File: src/design/slt_pkg.sv
// shared types, constants and helper functions of the source line tokenizer
package slt_pkg;

  // line geometry: positions saturate at MaxLine-1, lengths at MaxLine
  localparam int MaxLine = 1024;
  localparam int PosW    = $clog2(MaxLine);
  localparam int LenW    = PosW + 1;
  localparam logic [PosW-1:0] MaxPos = PosW'(MaxLine - 1);
  localparam logic [LenW-1:0] MaxLen = LenW'(MaxLine);

  // record queue between front and back
  localparam int QueueDepth = 4;
  localparam int QPtrW      = $clog2(QueueDepth);
  localparam int QCntW      = QPtrW + 1;

  // identifier keyword buffer, first character in the low byte
  localparam int KwChars = 5;
  localparam int KwW     = 8 * KwChars;

  // character codes
  localparam logic [7:0] ChLparen   = 8'h28;
  localparam logic [7:0] ChRparen   = 8'h29;
  localparam logic [7:0] ChLbracket = 8'h5b;
  localparam logic [7:0] ChRbracket = 8'h5d;
  localparam logic [7:0] ChLbrace   = 8'h7b;
  localparam logic [7:0] ChRbrace   = 8'h7d;
  localparam logic [7:0] ChPlus     = 8'h2b;
  localparam logic [7:0] ChStar     = 8'h2a;
  localparam logic [7:0] ChSlash    = 8'h2f;
  localparam logic [7:0] ChComma    = 8'h2c;
  localparam logic [7:0] ChMinus    = 8'h2d;
  localparam logic [7:0] ChColon    = 8'h3a;
  localparam logic [7:0] ChNewline  = 8'h0a;
  localparam logic [7:0] ChSpace    = 8'h20;
  localparam logic [7:0] ChTab      = 8'h09;
  localparam logic [7:0] ChEq       = 8'h3d;
  localparam logic [7:0] ChLt       = 8'h3c;
  localparam logic [7:0] ChGt       = 8'h3e;
  localparam logic [7:0] ChQuote    = 8'h22;
  localparam logic [7:0] ChDot      = 8'h2e;
  localparam logic [7:0] ChUnder    = 8'h5f;

  typedef enum logic [4:0] {
    KIND_LPAREN     = 5'd0,
    KIND_RPAREN     = 5'd1,
    KIND_LBRACKET   = 5'd2,
    KIND_RBRACKET   = 5'd3,
    KIND_LBRACE     = 5'd4,
    KIND_RBRACE     = 5'd5,
    KIND_PLUS       = 5'd6,
    KIND_STAR       = 5'd7,
    KIND_SLASH      = 5'd8,
    KIND_COMMA      = 5'd9,
    KIND_MINUS      = 5'd10,
    KIND_COMPARE    = 5'd11,
    KIND_EQUAL      = 5'd12,
    KIND_LESS_EQUAL = 5'd13,
    KIND_LESS       = 5'd14,
    KIND_MORE_EQUAL = 5'd15,
    KIND_MORE       = 5'd16,
    KIND_STRING     = 5'd17,
    KIND_COLON      = 5'd18,
    KIND_NEWLINE    = 5'd19,
    KIND_NUMBER     = 5'd20,
    KIND_AND        = 5'd21,
    KIND_IF         = 5'd22,
    KIND_WHILE      = 5'd23,
    KIND_OR         = 5'd24,
    KIND_FOR        = 5'd25,
    KIND_TRUE       = 5'd26,
    KIND_FALSE      = 5'd27,
    KIND_IDENT      = 5'd28,
    KIND_UNKNOWN    = 5'd29
  } tok_kind_e;

  typedef enum logic [6:0] {
    MODE_IDLE  = 7'b0000001,
    MODE_IDENT = 7'b0000010,
    MODE_NUM   = 7'b0000100,
    MODE_STR   = 7'b0001000,
    MODE_PEQ   = 7'b0010000,
    MODE_PLT   = 7'b0100000,
    MODE_PGT   = 7'b1000000
  } scan_mode_e;

  typedef struct packed {
    tok_kind_e       kind;
    logic [PosW-1:0] start;
    logic [LenW-1:0] len;
  } token_t;

  // all tokens caused by one byte; t0 always valid, t1 only when two is set
  typedef struct packed {
    logic   two;
    token_t t0;
    token_t t1;
  } tok_rec_t;

  typedef struct packed {
    logic full;
    logic empty;
  } queue_stat_t;

  typedef struct packed {
    scan_mode_e      mode;
    logic [PosW-1:0] pos;
  } front_stat_t;

  // keyword match, strings written reversed since the first char is the low byte
  function automatic tok_kind_e kw_kind(input logic [KwW-1:0] kw, input logic [LenW-1:0] len);
    tok_kind_e k;
    k = KIND_IDENT;
    if (len == LenW'(3) && kw == {16'h0000, "dna"}) k = KIND_AND;
    else if (len == LenW'(2) && kw == {24'h000000, "fi"}) k = KIND_IF;
    else if (len == LenW'(5) && kw == "elihw") k = KIND_WHILE;
    else if (len == LenW'(2) && kw == {24'h000000, "ro"}) k = KIND_OR;
    else if (len == LenW'(3) && kw == {16'h0000, "rof"}) k = KIND_FOR;
    else if (len == LenW'(4) && kw == {8'h00, "eurt"}) k = KIND_TRUE;
    else if (len == LenW'(5) && kw == "eslaf") k = KIND_FALSE;
    return k;
  endfunction

endpackage

File: src/design/source_line_tokenizer_top.sv
// top level of the source line tokenizer: front end, record queue, back end
//
//  channel | direction | handshake            | word
//  --------+-----------+----------------------+------------------------------------------
//  in      | input     | in_valid_i/in_stall_o | char_code_i, line_end_i
//  out     | output    | out_valid_o/out_stall_i | token_kind_o, start_offset_o,
//          |           |                      | value_length_o, last_of_run_o
//
// - a byte is classified in the cycle it is accepted; its tokens reach the output
//   through the queue write and then the output register
// - one byte per cycle while in_stall_o is low and bytes give at most one token
//   each; the output register moves one token per cycle while out_stall_i is low,
//   so a byte that closes one token and opens another needs a second output word, absorbed by the 4-record queue
// - in_stall_o rises only when the record queue is full
// - reset clears the scan state, queue pointers and the output valid
// - out_stall_i holds the output register; the queue keeps filling behind it
module source_line_tokenizer_top import slt_pkg::*; (
  input  logic            clk_i,
  input  logic            rst_ni,
  input  logic            in_valid_i,
  output logic            in_stall_o,
  input  logic [7:0]      char_code_i,
  input  logic            line_end_i,
  output logic            out_valid_o,
  input  logic            out_stall_i,
  output logic [4:0]      token_kind_o,
  output logic [PosW-1:0] start_offset_o,
  output logic [LenW-1:0] value_length_o,
  output logic            last_of_run_o
);

  // front to queue
  logic        rec_push;
  tok_rec_t    rec;
  front_stat_t fstat;

  // queue to back
  queue_stat_t qstat;
  tok_rec_t    head;
  logic        pop;

  // scanner: runs the per-byte state machine, writes one record per token-bearing byte
  slt_front u_front (
    .clk_i       (clk_i),
    .rst_ni      (rst_ni),
    .in_valid_i  (in_valid_i),
    .in_stall_o  (in_stall_o),
    .char_code_i (char_code_i),
    .line_end_i  (line_end_i),
    .qstat_i     (qstat),
    .rec_push_o  (rec_push),
    .rec_o       (rec),
    .stat_o      (fstat)
  );

  // record queue, lets the scanner keep going while the output side is held
  slt_queue u_queue (
    .clk_i      (clk_i),
    .rst_ni     (rst_ni),
    .push_i     (rec_push),
    .push_rec_i (rec),
    .pop_i      (pop),
    .head_o     (head),
    .stat_o     (qstat)
  );

  // output side, one token word per cycle unless out_stall_i holds it, with last_of_run on the final one
  slt_back u_back (
    .clk_i          (clk_i),
    .rst_ni         (rst_ni),
    .qstat_i        (qstat),
    .head_i         (head),
    .pop_o          (pop),
    .out_valid_o    (out_valid_o),
    .out_stall_i    (out_stall_i),
    .token_kind_o   (token_kind_o),
    .start_offset_o (start_offset_o),
    .value_length_o (value_length_o),
    .last_of_run_o  (last_of_run_o)
  );

  // the line's last byte closes everything and rewinds the position
  a_line_end_rewinds : assert property (@(posedge clk_i) disable iff (!rst_ni)
    in_valid_i && !in_stall_o && line_end_i |=> fstat.mode == MODE_IDLE && fstat.pos == '0)
    else $error("scan state not cleared after line end");

  // inside a line the position always moves forward from zero
  a_pos_advances : assert property (@(posedge clk_i) disable iff (!rst_ni)
    in_valid_i && !in_stall_o && !line_end_i |=> fstat.pos != '0)
    else $error("line position did not advance");

  // the second token of a byte follows straight after the first
  a_run_continues : assert property (@(posedge clk_i) disable iff (!rst_ni)
    out_valid_o && !out_stall_i && !last_of_run_o |=> out_valid_o)
    else $error("token run broken before last_of_run");

endmodule

File: src/design/slt_front.sv
// tokenizer front end: scan state machine, turns each byte into a token record
module slt_front import slt_pkg::*; (
  input  logic            clk_i,
  input  logic            rst_ni,
  input  logic            in_valid_i,
  output logic            in_stall_o,
  input  logic [7:0]      char_code_i,
  input  logic            line_end_i,
  input  queue_stat_t     qstat_i,
  output logic            rec_push_o,
  output tok_rec_t        rec_o,
  output front_stat_t     stat_o
);

  scan_mode_e      mode_q, mode_d;
  logic [PosW-1:0] pos_q, pos_d;
  logic [PosW-1:0] start_q, start_d;
  logic [LenW-1:0] len_q, len_d;
  logic [KwW-1:0]  kw_q, kw_d;

  logic            accept;
  logic [PosW-1:0] pos_inc;
  logic [LenW-1:0] len_inc;
  logic            is_dig, is_alp, is_idc;

  // fresh-byte handling
  logic            dsp_emit;
  token_t          dsp_tok;
  scan_mode_e      dsp_mode;
  logic [PosW-1:0] dsp_start;
  logic [LenW-1:0] dsp_len;
  logic [KwW-1:0]  dsp_kw;

  logic            first_emit;
  token_t          first_tok;
  logic            use_dsp;
  tok_kind_e       pend_single, pend_pair;

  assign accept     = in_valid_i && !qstat_i.full;
  assign in_stall_o = qstat_i.full;
  assign stat_o     = '{mode: mode_q, pos: pos_q};

  always_comb begin
    pos_inc = (pos_q == MaxPos) ? pos_q : pos_q + 1'b1;
    len_inc = (len_q == MaxLen) ? len_q : len_q + 1'b1;
    is_dig  = char_code_i inside {["0":"9"]};
    is_alp  = char_code_i inside {["a":"z"], ["A":"Z"]};
    is_idc  = is_dig || is_alp || (char_code_i == ChUnder);

    dsp_emit  = 1'b0;
    dsp_tok   = '{kind: KIND_UNKNOWN, start: pos_q, len: LenW'(1)};
    dsp_mode  = MODE_IDLE;
    dsp_start = start_q;
    dsp_len   = len_q;
    dsp_kw    = kw_q;
    if (is_dig) begin
      dsp_mode     = MODE_NUM;
      dsp_start    = pos_q;
      dsp_len      = LenW'(1);
      dsp_emit     = line_end_i;
      dsp_tok.kind = KIND_NUMBER;
    end else if (is_alp || char_code_i == ChUnder) begin
      dsp_mode     = MODE_IDENT;
      dsp_start    = pos_q;
      dsp_len      = LenW'(1);
      dsp_kw       = {{(KwW-8){1'b0}}, char_code_i};
      dsp_emit     = line_end_i;
      dsp_tok.kind = KIND_IDENT;
    end else begin
      case (char_code_i)
        ChLparen: begin
          dsp_emit = 1'b1; dsp_tok.kind = KIND_LPAREN;
        end
        ChRparen: begin
          dsp_emit = 1'b1; dsp_tok.kind = KIND_RPAREN;
        end
        ChLbracket: begin
          dsp_emit = 1'b1; dsp_tok.kind = KIND_LBRACKET;
        end
        ChRbracket: begin
          dsp_emit = 1'b1; dsp_tok.kind = KIND_RBRACKET;
        end
        ChLbrace: begin
          dsp_emit = 1'b1; dsp_tok.kind = KIND_LBRACE;
        end
        ChRbrace: begin
          dsp_emit = 1'b1; dsp_tok.kind = KIND_RBRACE;
        end
        ChPlus: begin
          dsp_emit = 1'b1; dsp_tok.kind = KIND_PLUS;
        end
        ChStar: begin
          dsp_emit = 1'b1; dsp_tok.kind = KIND_STAR;
        end
        ChSlash: begin
          dsp_emit = 1'b1; dsp_tok.kind = KIND_SLASH;
        end
        ChComma: begin
          dsp_emit = 1'b1; dsp_tok.kind = KIND_COMMA;
        end
        ChMinus: begin
          dsp_emit = 1'b1; dsp_tok.kind = KIND_MINUS;
        end
        ChColon: begin
          dsp_emit = 1'b1; dsp_tok.kind = KIND_COLON;
        end
        ChNewline: begin
          dsp_emit = 1'b1; dsp_tok.kind = KIND_NEWLINE;
        end
        ChSpace, ChTab: begin
          dsp_emit = 1'b0;
        end
        ChEq, ChLt, ChGt: begin
          dsp_emit = line_end_i;
          if (char_code_i == ChEq) begin
            dsp_tok.kind = KIND_EQUAL;
            dsp_mode     = MODE_PEQ;
          end else if (char_code_i == ChLt) begin
            dsp_tok.kind = KIND_LESS;
            dsp_mode     = MODE_PLT;
          end else begin
            dsp_tok.kind = KIND_MORE;
            dsp_mode     = MODE_PGT;
          end
          dsp_start = pos_q;
          dsp_len   = LenW'(1);
        end
        ChQuote: begin
          dsp_mode  = MODE_STR;
          dsp_start = pos_inc;
          dsp_len   = '0;
          dsp_emit  = line_end_i;
          dsp_tok   = '{kind: KIND_STRING, start: pos_inc, len: '0};
        end
        default: begin
          dsp_emit = 1'b1; dsp_tok.kind = KIND_UNKNOWN;
        end
      endcase
    end

    // kinds of a pending comparison operator
    case (mode_q)
      MODE_PEQ: begin
        pend_single = KIND_EQUAL; pend_pair = KIND_COMPARE;
      end
      MODE_PLT: begin
        pend_single = KIND_LESS; pend_pair = KIND_LESS_EQUAL;
      end
      default: begin
        pend_single = KIND_MORE; pend_pair = KIND_MORE_EQUAL;
      end
    endcase

    first_emit = 1'b0;
    first_tok  = '{kind: KIND_IDENT, start: start_q, len: len_q};
    use_dsp    = 1'b0;
    mode_d     = mode_q;
    start_d    = start_q;
    len_d      = len_q;
    kw_d       = kw_q;

    case (mode_q)
      MODE_IDENT: begin
        if (is_idc) begin
          if (len_q < LenW'(KwChars)) kw_d[8*len_q[2:0] +: 8] = char_code_i;
          len_d          = len_inc;
          first_emit     = line_end_i;
          first_tok.kind = kw_kind(kw_d, len_d);
          first_tok.len  = len_d;
        end else begin
          first_emit     = 1'b1;
          first_tok.kind = kw_kind(kw_q, len_q);
          use_dsp        = 1'b1;
        end
      end
      MODE_NUM: begin
        first_tok.kind = KIND_NUMBER;
        if (is_dig || char_code_i == ChDot) begin
          len_d         = len_inc;
          first_emit    = line_end_i;
          first_tok.len = len_d;
        end else begin
          first_emit = 1'b1;
          use_dsp    = 1'b1;
        end
      end
      MODE_STR: begin
        first_tok.kind = KIND_STRING;
        if (char_code_i == ChQuote) begin
          first_emit = 1'b1;
          mode_d     = MODE_IDLE;
        end else begin
          len_d         = len_inc;
          first_emit    = line_end_i;
          first_tok.len = len_d;
        end
      end
      MODE_PEQ, MODE_PLT, MODE_PGT: begin
        first_emit = 1'b1;
        if (char_code_i == ChEq) begin
          first_tok.kind = pend_pair;
          first_tok.len  = LenW'(2);
          mode_d         = MODE_IDLE;
        end else begin
          first_tok.kind = pend_single;
          first_tok.len  = LenW'(1);
          use_dsp        = 1'b1;
        end
      end
      default: begin
        use_dsp = 1'b1;
      end
    endcase

    if (use_dsp) begin
      mode_d  = dsp_mode;
      start_d = dsp_start;
      len_d   = dsp_len;
      kw_d    = dsp_kw;
    end

    if (line_end_i) begin
      mode_d = MODE_IDLE;
      pos_d  = '0;
    end else begin
      pos_d  = pos_inc;
    end

    rec_o.two  = first_emit && use_dsp && dsp_emit;
    rec_o.t0   = first_emit ? first_tok : dsp_tok;
    rec_o.t1   = dsp_tok;
    rec_push_o = accept && (first_emit || (use_dsp && dsp_emit));
  end

  always_ff @(posedge clk_i or negedge rst_ni) begin
    if (!rst_ni) begin
      mode_q  <= MODE_IDLE;
      pos_q   <= '0;
      start_q <= '0;
      len_q   <= '0;
      kw_q    <= '0;
    end else if (accept) begin
      mode_q  <= mode_d;
      pos_q   <= pos_d;
      start_q <= start_d;
      len_q   <= len_d;
      kw_q    <= kw_d;
    end
  end

endmodule

File: src/design/slt_queue.sv
// short record queue that decouples the front end from the output side
module slt_queue import slt_pkg::*; (
  input  logic        clk_i,
  input  logic        rst_ni,
  input  logic        push_i,
  input  tok_rec_t    push_rec_i,
  input  logic        pop_i,
  output tok_rec_t    head_o,
  output queue_stat_t stat_o
);

  tok_rec_t           slot_q [QueueDepth];
  logic [QPtrW-1:0]   wr_q, rd_q;
  logic [QCntW-1:0]   cnt_q;

  assign stat_o.full  = (cnt_q == QCntW'(QueueDepth));
  assign stat_o.empty = (cnt_q == '0);
  assign head_o       = slot_q[rd_q];

  always_ff @(posedge clk_i) begin
    if (push_i) slot_q[wr_q] <= push_rec_i;
  end

  always_ff @(posedge clk_i or negedge rst_ni) begin
    if (!rst_ni) begin
      wr_q  <= '0;
      rd_q  <= '0;
      cnt_q <= '0;
    end else begin
      if (push_i) wr_q <= wr_q + 1'b1;
      if (pop_i) rd_q <= rd_q + 1'b1;
      if (push_i && !pop_i) cnt_q <= cnt_q + 1'b1;
      else if (pop_i && !push_i) cnt_q <= cnt_q - 1'b1;
    end
  end

endmodule

File: src/design/slt_back.sv
// tokenizer back end: splits records into single words behind an output register
module slt_back import slt_pkg::*; (
  input  logic            clk_i,
  input  logic            rst_ni,
  input  queue_stat_t     qstat_i,
  input  tok_rec_t        head_i,
  output logic            pop_o,
  output logic            out_valid_o,
  input  logic            out_stall_i,
  output logic [4:0]      token_kind_o,
  output logic [PosW-1:0] start_offset_o,
  output logic [LenW-1:0] value_length_o,
  output logic            last_of_run_o
);

  logic   valid_q;
  token_t tok_q, tok_d;
  logic   last_q, last_d;
  logic   second_q, second_d;
  logic   load, take;

  assign load = !valid_q || !out_stall_i;
  assign take = load && !qstat_i.empty;

  always_comb begin
    if (second_q) begin
      tok_d    = head_i.t1;
      last_d   = 1'b1;
      second_d = 1'b0;
    end else begin
      tok_d    = head_i.t0;
      last_d   = !head_i.two;
      second_d = head_i.two;
    end
    pop_o = take && (second_q || !head_i.two);
  end

  always_ff @(posedge clk_i or negedge rst_ni) begin
    if (!rst_ni) begin
      valid_q  <= 1'b0;
      second_q <= 1'b0;
    end else if (load) begin
      valid_q  <= !qstat_i.empty;
      if (take) second_q <= second_d;
    end
  end

  always_ff @(posedge clk_i) begin
    if (take) begin
      tok_q  <= tok_d;
      last_q <= last_d;
    end
  end

  assign out_valid_o    = valid_q;
  assign token_kind_o   = tok_q.kind;
  assign start_offset_o = tok_q.start;
  assign value_length_o = tok_q.len;
  assign last_of_run_o  = last_q;

endmodule
File: config.mk
export PLATFORM = sky130hd
export DESIGN_NAME = source_line_tokenizer_top
export DESIGN_NICKNAME = d
export VERILOG_FILES = /design/src/design/slt_pkg.sv /design/src/design/source_line_tokenizer_top.sv /design/src/design/slt_front.sv /design/src/design/slt_queue.sv /design/src/design/slt_back.sv
export SDC_FILE = /design/constraint.sdc
export NUM_CORES = 1
export LEC_CHECK = 0
export BUFFER_PORTS_ARGS = -buffer_cell sky130_fd_sc_hd__clkbuf_2
export CORE_MARGIN = 1.5
export CORE_UTILIZATION = 65
export DETAILED_ROUTE_END_ITERATION = 10
export PLACE_DENSITY = 0.82
export SYNTH_ARGS = -nofsm -noshare
export SYNTH_HDL_FRONTEND = slang
export SYNTH_HIERARCHICAL = 1
export SYNTH_SLANG_ARGS = --single-unit
File: constraint.sdc
create_clock -name clk_i -period 14.3 [get_ports clk_i]
set_clock_uncertainty 0.15 [all_clocks]
set_input_delay 2.86 -clock clk_i [delete_from_list [all_inputs] [get_ports clk_i]]
set_output_delay 2.86 -clock clk_i [all_outputs]
set_load 0.01 [all_outputs]
== Yosys cells after proc, flatten, opt, wreduce, memory -nomap -nowiden ==
Memories as Yosys holds them, arrays and structs flattened.
Cells that the tools add are included.
Word-level totals
  register bits after elaboration: 114
  RAM bits: 212
  input bits: 13
  output and inout bits: 29
  memories: 1
Operators by class
  $add $sub $neg: 7
  magnitude comparators: 7
  equal/unequal tests: 57
  shift operators: 2
  multiplexer cells: 80
  reduce and logical (&&, ||, !) cells: 57
Memories
  u_queue.slot_q: words 4, width 53, read ports 1, clocked after Yosys merged registers in 0, write ports 1, line slt_queue.sv:12  | tok_rec_t slot_q [QueueDepth];
Operators with widths (count)
  40-bit two-way mux: 8
  40-bit by 15-bit equality test with 1-bit output (second input constant): 4
  40-bit by 23-bit equality test with 1-bit output (second input constant): 4
  40-bit by 39-bit equality test with 1-bit output (second input constant): 4
  8-bit by 6-bit equality test with 1-bit output (second input constant): 14
  5-bit two-way mux: 18
  40-bit by 31-bit equality test with 1-bit output (second input constant): 2
  11-bit two-way mux: 7
  5-bit case mux with 15 select lines: 1
  21-bit two-way mux: 3
  7-bit two-way mux: 8
  26-bit two-way mux: 2
  11-bit by 2-bit equality test with 1-bit output (second input constant): 4
  11-bit by 3-bit equality test with 1-bit output (second input constant): 4
  11-bit case mux with 4 select lines: 1
  40-bit bitwise mux: 1
  8-bit by 7-bit equality test with 1-bit output (second input constant): 5
  10-bit two-way mux: 4
  8-bit by 34-bit variable shift with 40-bit output (first input constant): 1
  8-bit by 34-bit indexed part select with 40-bit output: 1
  6-bit negator with 34-bit output: 1
  11-bit case mux with 3 select lines: 1
  7-bit case mux with 2 select lines: 2
  1-bit logical AND: 26
  45 further kinds: 84

== Longest topological paths before layout ==
Gate-level depths: netlist (run 1).
  depth after elaboration: 19
  mapped depth: 16
  depth with buffers taken out: 13

== By module ==
Netlist (run 1), hierarchy kept.
Modules (own cells, without submodules)
  slt_queue: times used 1, cells an instance 311, area an instance 8110.3 sq um, seq. area each 6541.3 sq um
  slt_front: times used 1, cells an instance 870, area an instance 6825.3 sq um, seq. area each 1953.1 sq um
  slt_back: times used 1, cells an instance 65, area an instance 1315.0 sq um, seq. area each 860.8 sq um

== Least setup slack after synthesis (run 1) ==
No wires, ideal clock.
  kind: input-to-reg
  start point: input char_code_i[4]
  end point: memory u_queue/slot_q[0][0] in the netlist's numbering (enable)
  data arrival time: 6.556 ns
  required time: 13.734 ns
  slack: 7.178 ns
  cell stages on the path: 11
  cells stage by stage: buf_2 nor4b_4 and3_1 buf_2 clkinv_1 nor4_1 nor2_1 o211a_1 clkbuf_1 a21oi_1 and2_1
Between the ends
  cells in the longest elaborated chain, start to end: 12
  elaborated cells between the ends (all ways): 40
  classes of those cells: order compare (6); eq/ne (8); mux (13); reduce/logical (13)
RTL lines
  from (decl): line source_line_tokenizer_top.sv:22  | input logic [7:0] char_code_i,
  8-bit by 7-bit >= comparator with 1-bit output / 8-bit by 7-bit <= comparator with 1-bit output (equally long branches): line slt_front.sv:47  | is_alp = char_code_i inside {["a":"z"], ["A":"Z"]};
  1-bit logical AND: line slt_front.sv:47
  2-bit nonzero test: line slt_front.sv:47
  1-bit logical OR (2 in series): line slt_front.sv:48  | is_idc = is_dig || is_alp || (char_code_i == ChUnder);
  1-bit two-way mux: line slt_front.sv:164  | if (is_idc) begin
  1-bit case mux with 4 select lines: line slt_front.sv:162  | case (mode_q)
  1-bit logical AND: line slt_front.sv:232  | rec_push_o = accept && (first_emit || (use_dsp && dsp_emit));
  1-bit logical OR (*): line slt_front.sv:232
  1-bit logical AND (*): line slt_front.sv:232
  named net rec_push: line source_line_tokenizer_top.sv:33  | logic rec_push;
  1-bit two-way mux (*): line slt_queue.sv:21  | if (push_i) slot_q[wr_q] <= push_rec_i;
  1-bit two-way mux (not written as such) (*): line slt_queue.sv:21
  to (decl): line slt_queue.sv:12
Mark *: on every way through the listed nets, which the timed path passes. The rest lies on a longest branch.

== Worst setup path in the final report (run 1) ==
  start point: input char_code_i[1]
  end point: memory u_queue/slot_q[2][37] in the netlist's numbering (enable)
The elaborated chain is that of the path after synthesis.

==> results of run 1 <==
-- sequential cells by signal, indices dropped and copies added, names as in the netlist, 3 cells and up --
name / flops
u_back/start_offset_o: 10
u_front/len_q: 11
u_back/token_kind_o: 5
u_queue/slot_q: 212
u_front/pos_q: 10
u_back/value_length_o: 11
u_front/mode_q: 7
u_queue/cnt_q: 3
u_front/kw_q: 40
u_front/start_q: 10
-- layer usage --
| metal | up-vias | global-route usage [%] |
|---|---|---|
| met5 | - | 0 |
| met4 | 0 | 10.6 |
| met3 | 119 | 4.93 |
| met2 | 647 | 54.8 |
| met1 | 5486 | 44.2 |
| li1 | 4824 | - |
-- worst paths after layout --
path                                         start                    end  cells past startpoint
worst min register to register  u_front/start_q[8]     u_front/start_q[8]                      2
worst max register to register    u_front/len_q[0]  u_queue/slot_q[0][47]                     11
min in group asynchronous                   rst_ni       u_front/len_q[3]                      1
worst max-delay path                char_code_i[1]  u_queue/slot_q[2][37]                     10
worst min-delay path            u_front/start_q[8]     u_front/start_q[8]                      2
max in group asynchronous                   rst_ni        u_queue/rd_q[0]                      2
-- kinds of logic (layout without fill, tap and decap cells) --
family | count (synthesis) | count (layout) | share of synthesized area [%]
AND/OR/NAND/NOR | 421 | 421 | 15.0
flip-flops | 326 | 326 | 57.6
other | 1 | 10 | 0.0231
adder cells (fa/ha/maj) | 13 | 13 | 1.05
buffers and inverters | 119 | 138 | 4.01
AO/OA/AOI/OAI | 241 | 241 | 9.86
XOR/XNOR | 17 | 17 | 0.916
multiplexers | 108 | 108 | 11.5
-- placed cells by master (no fill, tap or decap), drive strengths merged, types with 11 or more instances in the layout --
cell type	count
nor2	70
o21ai	79
nand2b	21
nor4	22
or3	16
ha	12
nand4	14
mux2	31
clkbuf	82
inv	29
mux4	53
a22o	36
dfrtp	86
or4	13
nand2	81
clkinv	12
nor2b	11
mux2i	24
nor3	28
buf	12
and3	18
and2	23
nand3	36
a21oi	44
edfxtp	239
-- stage by stage --
stage / std cells / setup slack, ns / hold WS, ns / utilization (%)
2_1_floorplan: 1255 / 7.18 / 0.300 / -
3_3_place_gp: 1540 / 6.58 / 0.311 / 67.5
3_5_place_dp: 1540 / 6.43 / 0.323 / 67.5
4_1_cts: 1598 / 7.00 / 0.338 / 71.5
5_1_grt: 1598 / 6.47 / 0.355 / 71.5
6_report: 1598 / 6.85 / 0.340 / 71.5
-- area by class of cell --
class / count / area share (%)
Clock inverter: 16 / 0.724
Clock buffer: 42 / 4.97
Inverter: 28 / 0.602
Timing Repair Buffer: 52 / 1.66
Sequential cell: 326 / 53.6
Tap cell: 324 / 2.32
Multi-Input combinational cell: 810 / 36.1
-- where the power goes --
part | internal [uW] | leakage [uW] | switching (uW) | total [uW]
combinational | 381 | 0.00240 | 485 | 866
clock | 445 | 0.000490 | 364 | 809
sequential | 1270 | 0.00339 | 126 | 1390
total | 2090 | 0.00628 | 975 | 3070
-- critical path: stages --
cell,delay [ns]
clkbuf_2,0.43
nor2b_1,0.52
and3_1,0.48
clkinv_1,0.44
nor4_1,0.57
nor2_1,0.23
o211a_1,0.42
a21oi_1,0.58
and2_2,0.25
buf_4,0.65
==> metrics.yaml, run 1 <==
drt:
  wl_um: 41600
  dr_wl_met3_um: 3430
  drt-pass1-iter-count: 6
  detail-route-antenna-nets: 0
  highest_layer: "met4"
  via_per_inst: 6.93
  drt_iter0_markers: 1281
  vias: 11076
  route.met2.wl_um: 20600
  met1Wirelength_um: 16100
  routedWlPerCell_um: 26.0
  route.detailed.drc: 0
synth:
  syn_avg_cell_area_um2: 13.0
  syn-instance-count: 1246
  synth_top_area_share_pct: 44.2
  ys_top_cells_by_area: "edfxtp_1, dfrtp_1, mux4_2, o21ai_0, a22o_1"
  yosys_warnings: 6
  synthTopCellsByCount: "edfxtp_1, dfrtp_1, nand2_1"
  yosys.area.top_type: "edfxtp_1"
  ys_ff_latch: 326
  synth_edf_count: 239
  synthesis.area_um2: 16300
  yosysSeqAreaShare_pct: 57.6
  yosysMostFrequentCell: "edfxtp_1"
  synth_cell_types: 90
  ys.flop_type: "edfxtp_1"
  async_reset_ff_share_pct: 26.7
finish:
  antenna_cells: 0
  drive_above_1_share_pct: 17.1
  multi_input_area_um2: 6290
  design_area_um2: 17400
  fin_nets: 1275
  register_area_um2: 9360
  nFillCells: 1581
  areaGrowthSynthToFinish_pct: 7.37
sta:
  maxSlewViolCount: 0
  setup_viol_count_final: 0
  final.period_utilization_pct: 52.1
  max_slew.worst_pin.slew_ns: 1.31
  fmax_mhz: 134
  hold_viol: 0
  maxSlewHeadroom_pct: 11.7
  grt_setup_unrepaired: "false"
  tns_ns: 0
  min_period_ns: 7.45
hold_path:
  hp-class: "flop to flop"
global_routing:
  antenna_found_initial: 0
  grt_pass1_vias: 10887
  overflow: 0
  grt_pass1_wl_um: 64500
  grt_use_total_pct: 32.6
  grt_max_degree: 72
clock_network:
  cts_tree: "built"
  htreeDepth: 1
  clk_latency_ns: 0.58
  cts_buffers: 31
  root_buffer: "clkbuf_16"
  clock_sinks: 326
  post_cts_buffers: 0
  clock_path_buffers: 3
  post_cts_resized: 0
  clkTransAtPathRegs_ns: 0.06
  hold_buffers: 0
power_and_ir_drop:
  vdd_drop_max_mv: 0.115
  power.leakage_uw: 0.00628
  power_uw: 3070
  p_per_area_nw_per_um2: 176
placement:
  dp.final_hpwl_um: 26100
  gp_congestion: 1.03
  port_buffers: 41
  place_area_um2: 16500
critical_path:
  worstPathArrival_ns: 7.49
  critPathMaxFanout: 53
  critical_path.startpoint_type: "primary input"
  regToRegSetupSlack_ns: 8.57
  cp_data_required_time_ns: 14.34
  cp-end-kind: "flop"
  path_class: "primary input to flop"
floorplan:
  die_y_um: 161
  pin_count: 42
  fp.dieW_um: 161
  start_util_pct: 66.6
  dieArea_um2: 26000
  rows: 57
  core_area_um2: 24400
run:
  drv_cap: 0
status:
  outcome: "complete, no violations"
Note: power is estimated with default switching activity, not from simulation.
==> run 2: changes to the inputs <==
- CORE_UTILIZATION: 65 -> 57
- PLACE_DENSITY: 0.82 -> 0.77
- clock period: 14.3 -> 6.48 ns (I/O delays scaled with it)
==> run 2 against run 1 <==
  * Die area up 14%
  * Worst setup slack worse by 5.7 ns
  * Wire length increased by 0.19%
  * Sequential share of layout area decreased by 1.2 points
  * Utilization decreased by 7.6 points
  * Non-clock buffer count increased by 9
  * Global-route usage shrank 3.5 points
  * Via count down 1.3%
  * Largest cell class unchanged
  * Highest routed layer unchanged
==> metrics.yaml, run 2 (synthesis gave the netlist of run 1 again) <==
global_routing:
  grt_pass1_wl_um: 64000  # -0.73%
  antenna_found_initial: 0  # unchanged
  overflow: 0  # unchanged
  grt_pass1_vias: 10655  # -2.1%
  grt_max_degree: 55  # -24%
  grt_use_total_pct: 29.1  # -3.5 points
clock_network:
  cts_tree: "built"
  clock_sinks: 326  # unchanged
  clk_latency_ns: 0.54  # -0.04 ns
  htreeDepth: 2  # +1
  hold_buffers: 0  # unchanged
  post_cts_resized: 0  # unchanged
  root_buffer: "clkbuf_16"
  clock_path_buffers: 3  # unchanged
  clkTransAtPathRegs_ns: 0.06  # about the same
  cts_buffers: 35  # +13%
  post_cts_buffers: 0  # unchanged
sta:
  maxSlewHeadroom_pct: 18.8  # +7.1 points
  setup_viol_count_final: 0  # unchanged
  fmax_mhz: 187
  tns_ns: 0  # unchanged
  maxSlewViolCount: 0  # unchanged
  hold_viol: 0  # unchanged
  max_slew.worst_pin.slew_ns: 1.20  # -0.105 ns
  grt_setup_unrepaired: "false"
  final.period_utilization_pct: 82.5
  min_period_ns: 5.34
critical_path:
  critical_path_buf_inv_count: 3  # unchanged
  worstPathCellList: "clkbuf_2 -> nor4b_4 -> and3_1 -> clkinv_1 -> nor4_1 -> nor2_1 -> o211a_1 -> a21oi_1 -> and2_2 -> buf_12"
  ff2ff_path_depth: 12  # +1
  critPathMaxFanout: 34  # -36%
  r2r_start: "u_front/len_q[1]"
  path_class: "primary input to flop"
  worstPathArrival_ns: 5.39  # -2.10 ns
  regToRegSetupSlack_ns: 1.35  # -7.22 ns
  critPathMaxStageDelay_ns: 0.65  # about the same
  critical_path.startpoint_type: "primary input"
  cpMaxStageDelayCell: "and2_2"
  cp-end-kind: "flop"
  worstReg2RegEnd: "u_queue/slot_q[2][47]"
  path_delay_family: "simple AND/OR/NAND/NOR gates"
  cp_data_required_time_ns: 6.52  # -7.82 ns
power_and_ir_drop:
  combPwrFrac_pct: 28.1  # about the same
  p_int_uw: 4900  # +130%
  p_per_area_nw_per_um2: 395  # +120%
  clkPwrFrac_pct: 29.6  # +3.2 points
  switchingPower_uw: 2160  # +120%
  sw_frac_of_total_pct: 30.6  # -1.2 points
  power_uw: 7060  # +130%
  power.leakage_uw: 0.00643  # +2.4%
  pwr-share-seq_pct: 42.3  # -3.1 points
  vdd_drop_max_mv: 0.282  # +140%
drt:
  vias: 10934  # -1.3%
  detail-route-antenna-nets: 0  # unchanged
  drt_iter0_markers: 1274  # -0.55%
  drt-pass1-iter-count: 5  # -1
  wl_um: 41600  # +0.19%
  via_per_inst: 6.56  # -5.4%
  route.detailed.drc: 0  # unchanged
  routedWlPerCell_um: 25.0  # -4.0%
finish:
  largest-register: "u_queue/slot_q"
  largest_reg_flops: 212  # unchanged
  areaGrowthSynthToFinish_pct: 9.83
  reg_top3: "u_queue/slot_q x212, u_front/kw_q x40"
  final_cell_mix: "edfxtp_1, dfrtp_1, nand2_1"
  layout_commonest_cell: "edfxtp_1"
  antenna_cells: 0  # unchanged
  drive_above_1_share_pct: 18.1  # +0.96 points
  fin_nets: 1288  # +1.0%
placement:
  port_buffers: 41  # unchanged
  gp_congestion: 1.03  # -0.13%
  dp.final_hpwl_um: 26700  # +2.2%
floorplan:
  die_y_um: 172  # +6.7%
  dieArea_um2: 29500  # +14%
  core_area_um2: 27900  # +15%
  fp.dieW_um: 172  # +6.7%
  pin_count: 42  # unchanged
  rows: 61  # +7.0%
  start_util_pct: 58.2  # -8.5 points
hold_path:
  holdPathStages: 1  # -1
  hold_start: "u_queue/cnt_q[2]"
  min_to: "u_queue/cnt_q[2]"
  hp-class: "flop to flop"
run:
  drv_cap: 0  # unchanged
status:
  outcome: "complete, no violations"
-- run 2: metrics by stage --
step	worst slack [ns]	hold slack (ns)	utilization [%]	instances	instance area, um2
6_report	1.14	0.334	63.9	1667	17800
5_1_grt	0.759	0.366	63.9	1667	17800
4_1_cts	1.23	0.334	63.9	1667	17800
3_5_place_dp	0.777	0.323	59.6	1603	16600
3_3_place_gp	0.896	0.311	59.6	1603	16600
2_1_floorplan	0.922	0.300	-	1255	16300
-- run 2: power by group through the flow --
stage | clock network (uW) | registers, uW | logic (uW)
final | 2090 | 2990 | 1990
after detailed placement | 0 | 3000 | 1950
after floorplan | 0 | 3000 | 1470
after CTS | 2120 | 2990 | 1990
after global placement | 0 | 2980 | 1900
after global routing | 2200 | 3030 | 2140
-- run 2: layout make-up --
type	instances	area, um2
fillers	2007	10100
flip-flops and latches	326	9360
multi-input cells	810	6290
clock buffers	46	937
well taps	378	473
repair buffers	61	408
clock inverters	18	272
inverters	28	105
-- run 2: worst max-delay path by stage --
stage | depth (start not counted) | slack (ns) | from | endpoint
floorplan | 11 | 0.92 | char_code_i[4] | u_queue/slot_q[0][0]
global placement | 10 | 0.90 | char_code_i[5] | u_queue/slot_q[1][9]
detailed placement | 10 | 0.78 | char_code_i[4] | u_queue/slot_q[1][8]
CTS | 10 | 1.23 | char_code_i[4] | u_queue/slot_q[0][7]
global route | 10 | 0.76 | char_code_i[4] | u_queue/slot_q[0][7]
finish | 10 | 1.14 | char_code_i[4] | u_queue/slot_q[0][7]
-- run 2: routing by layer --
| layer | part of all wire [%] | track usage (%) |
|---|---|---|
| met1 | 40 | 37.7 |
| met2 | 50 | 49.4 |
| met3 | 6.2 | 3.80 |
| met4 | 4.4 | 12.9 |
| met5 | 0 | 0 |
==> run 3: changes to the inputs <==
- clock period: 6.48 -> 4.9 ns (I/O delays scaled with it)
==> run 3 against run 2 <==
  * Cell count rose by 1.9%
  * Utilization increased by 0.43 points
  * Total power rose by 28%
  * Largest power group unchanged
==> metrics.yaml, run 3 (synthesis gave the netlist of run 1 again) <==
status:
  outcome: "complete, no violations"
finish:
  largest-register: "u_queue/slot_q"
  antenna_cells: 0  # unchanged
  largest_reg_flops: 212  # unchanged
  nFillCells: 2060  # +2.6%
  fin_nets: 1320  # +2.5%
  design_area_um2: 18000  # +0.68%
  layout_commonest_cell: "edfxtp_1"
  register_area_um2: 9360  # unchanged
  layout.cells.non_filler: 1698  # +1.9%
  drive_above_1_share_pct: 19.8  # +1.7 points
  reg_top3: "u_queue/slot_q x212, u_front/kw_q x40"
  multi_input_area_um2: 6290  # unchanged
  areaGrowthSynthToFinish_pct: 10.6
  final_cell_mix: "edfxtp_1, dfrtp_1, nand2_1"
critical_path:
  cpMaxStageDelayCell: "or4b_2"
  cp-end-kind: "flop"
  worstPathArrival_ns: 4.47  # -0.92 ns
  critPathMaxFanout: 12  # -65%
  critPathMaxStageDelay_ns: 0.65  # about the same
  worstPathCellList: "inv_1 -> ha_1 -> ha_1 -> or4b_2 -> nor4_4 -> buf_4 -> nand3_1 -> a211o_1 -> nor3_1 -> a31o_2 -> a211oi_1 -> o41ai_1 -> buf_4"
  path_class: "flop to flop"
  cp_data_required_time_ns: 5.14  # -1.38 ns
  critical_path.startpoint_type: "flop"
clock_network:
  htreeDepth: 2  # unchanged
  clk_latency_ns: 0.53  # about the same
  post_cts_buffers: 0  # unchanged
  post_cts_resized: 0  # unchanged
  clkTransAtPathRegs_ns: 0.06  # about the same
  cts_tree: "built"
  cts_buffers: 34  # -2.9%
  clock_sinks: 326  # unchanged
  clock_path_buffers: 3  # unchanged
  hold_buffers: 0  # unchanged
  root_buffer: "clkbuf_16"
drt:
  detail-route-antenna-nets: 0  # unchanged
  vias: 10942  # +0.073%
  drt_iter0_markers: 1166  # -8.5%
  via_per_inst: 6.44  # -1.8%
  drt-pass1-iter-count: 6  # +1
  routedWlPerCell_um: 23.7  # -5.1%
  route.detailed.drc: 0  # unchanged
  wl_um: 40200  # -3.3%
sta:
  max_slew.worst_pin.slew_ns: 1.04  # -0.162 ns
  hold_viol: 0  # unchanged
  maxSlewViolCount: 0  # unchanged
  tns_ns: 0  # unchanged
  setup_viol_count_final: 0  # unchanged
  min_period_ns: 4.23
  fmax_mhz: 236
  maxSlewHeadroom_pct: 30.7  # +12 points
  grt_setup_unrepaired: "false"
  finalWorstSetupSlack_ns: 0.669  # -0.467 ns
  final.period_utilization_pct: 86.3
floorplan:
  core_area_um2: 27900  # unchanged
  pin_count: 42  # unchanged
  die_y_um: 172  # unchanged
  fp.dieW_um: 172  # unchanged
  dieArea_um2: 29500  # unchanged
  start_util_pct: 58.2  # unchanged
  rows: 61  # unchanged
power_and_ir_drop:
  clkPwrFrac_pct: 27.7  # -1.9 points
  power_uw: 9060  # +28%
  vdd_drop_max_mv: 0.376  # +33%
  switchingPower_uw: 2760  # +28%
  p_per_area_nw_per_um2: 504  # +28%
  pwr-share-seq_pct: 43.4  # +1.1 points
  sw_frac_of_total_pct: 30.4  # -0.16 points
  combPwrFrac_pct: 29.0  # +0.9 points
  power.leakage_uw: 0.00654  # +1.7%
  p_int_uw: 6310  # +29%
placement:
  pre_cts_slack_ns: 0.570  # -0.206 ns
  gp_congestion: 1.07  # +3.2%
  dp.final_hpwl_um: 27200  # +1.7%
  dp.cells: 1636  # +2.1%
  place_area_um2: 16900  # +1.3%
  port_buffers: 41  # unchanged
run:
  drv_cap: 0  # unchanged
global_routing:
  grt_use_total_pct: 28.2  # -0.90 points
  grt_pass1_wl_um: 62700  # -2.1%
  grt_max_degree: 62  # +13%
  overflow: 0  # unchanged
  antenna_found_initial: 0  # unchanged
  grt_pass1_vias: 10909  # +2.4%
hold_path:
  hp-class: "flop to flop"
## run 3: final cells by class
type	instances	area share [%]
inverter	28	0.585
sequential	326	52.1
multi-input combinational	810	35.0
timing repair buffer	94	3.51
clock inverter	13	0.780
clock buffer	49	5.38
tap	378	2.63
## run 3: worst paths after layout
kind	from	endpoint	slack (ns)	cells past startpoint
max	u_front/len_q[0]	u_queue/slot_q[1][47]	0.67	13
min	u_front/start_q[8]	u_front/start_q[8]	0.34	2
max reg2reg	u_front/len_q[0]	u_queue/slot_q[1][47]	0.67	13
min reg2reg	u_front/start_q[8]	u_front/start_q[8]	0.34	2
max in group asynchronous	rst_ni	u_front/kw_q[25]	3.27	2
min in group asynchronous	rst_ni	u_front/start_q[7]	0.41	1
## run 3: metal layers
layer	vias to the layer above	track usage, %	share of wire, %
met5	-	0	0
met4	0	11.8	4.2
met3	122	4.67	6.2
met2	495	46.9	49
met1	5401	37.0	41
li1	4924	-	-
## run 3: power by group through the flow
| stage | clock network, uW | logic, uW | registers, uW |
|---|---|---|---|
| final | 2510 | 2630 | 3930 |
| after global routing | 2660 | 2830 | 3990 |
| after CTS | 2560 | 2650 | 3930 |
| after detailed placement | 0 | 2610 | 3970 |
| after global placement | 0 | 2540 | 3930 |
| after floorplan | 0 | 1950 | 3950 |
## run 3: stage by stage
stage	hold slack, ns	utilization, %
after global placement	0.311	60.4
after detailed placement	0.323	60.4
after floorplan	0.300	-
after CTS	0.338	64.3
after global routing	0.359	64.3
final	0.338	64.3
## run 3: worst max-delay path: cells and delay by family, from the launching register on
family	cells	cell delay [ns]
compound gates	4	1.10
buf+inv	3	0.58
flops	1	0.38
simple gates	4	1.26
fa+ha+maj	2	0.63
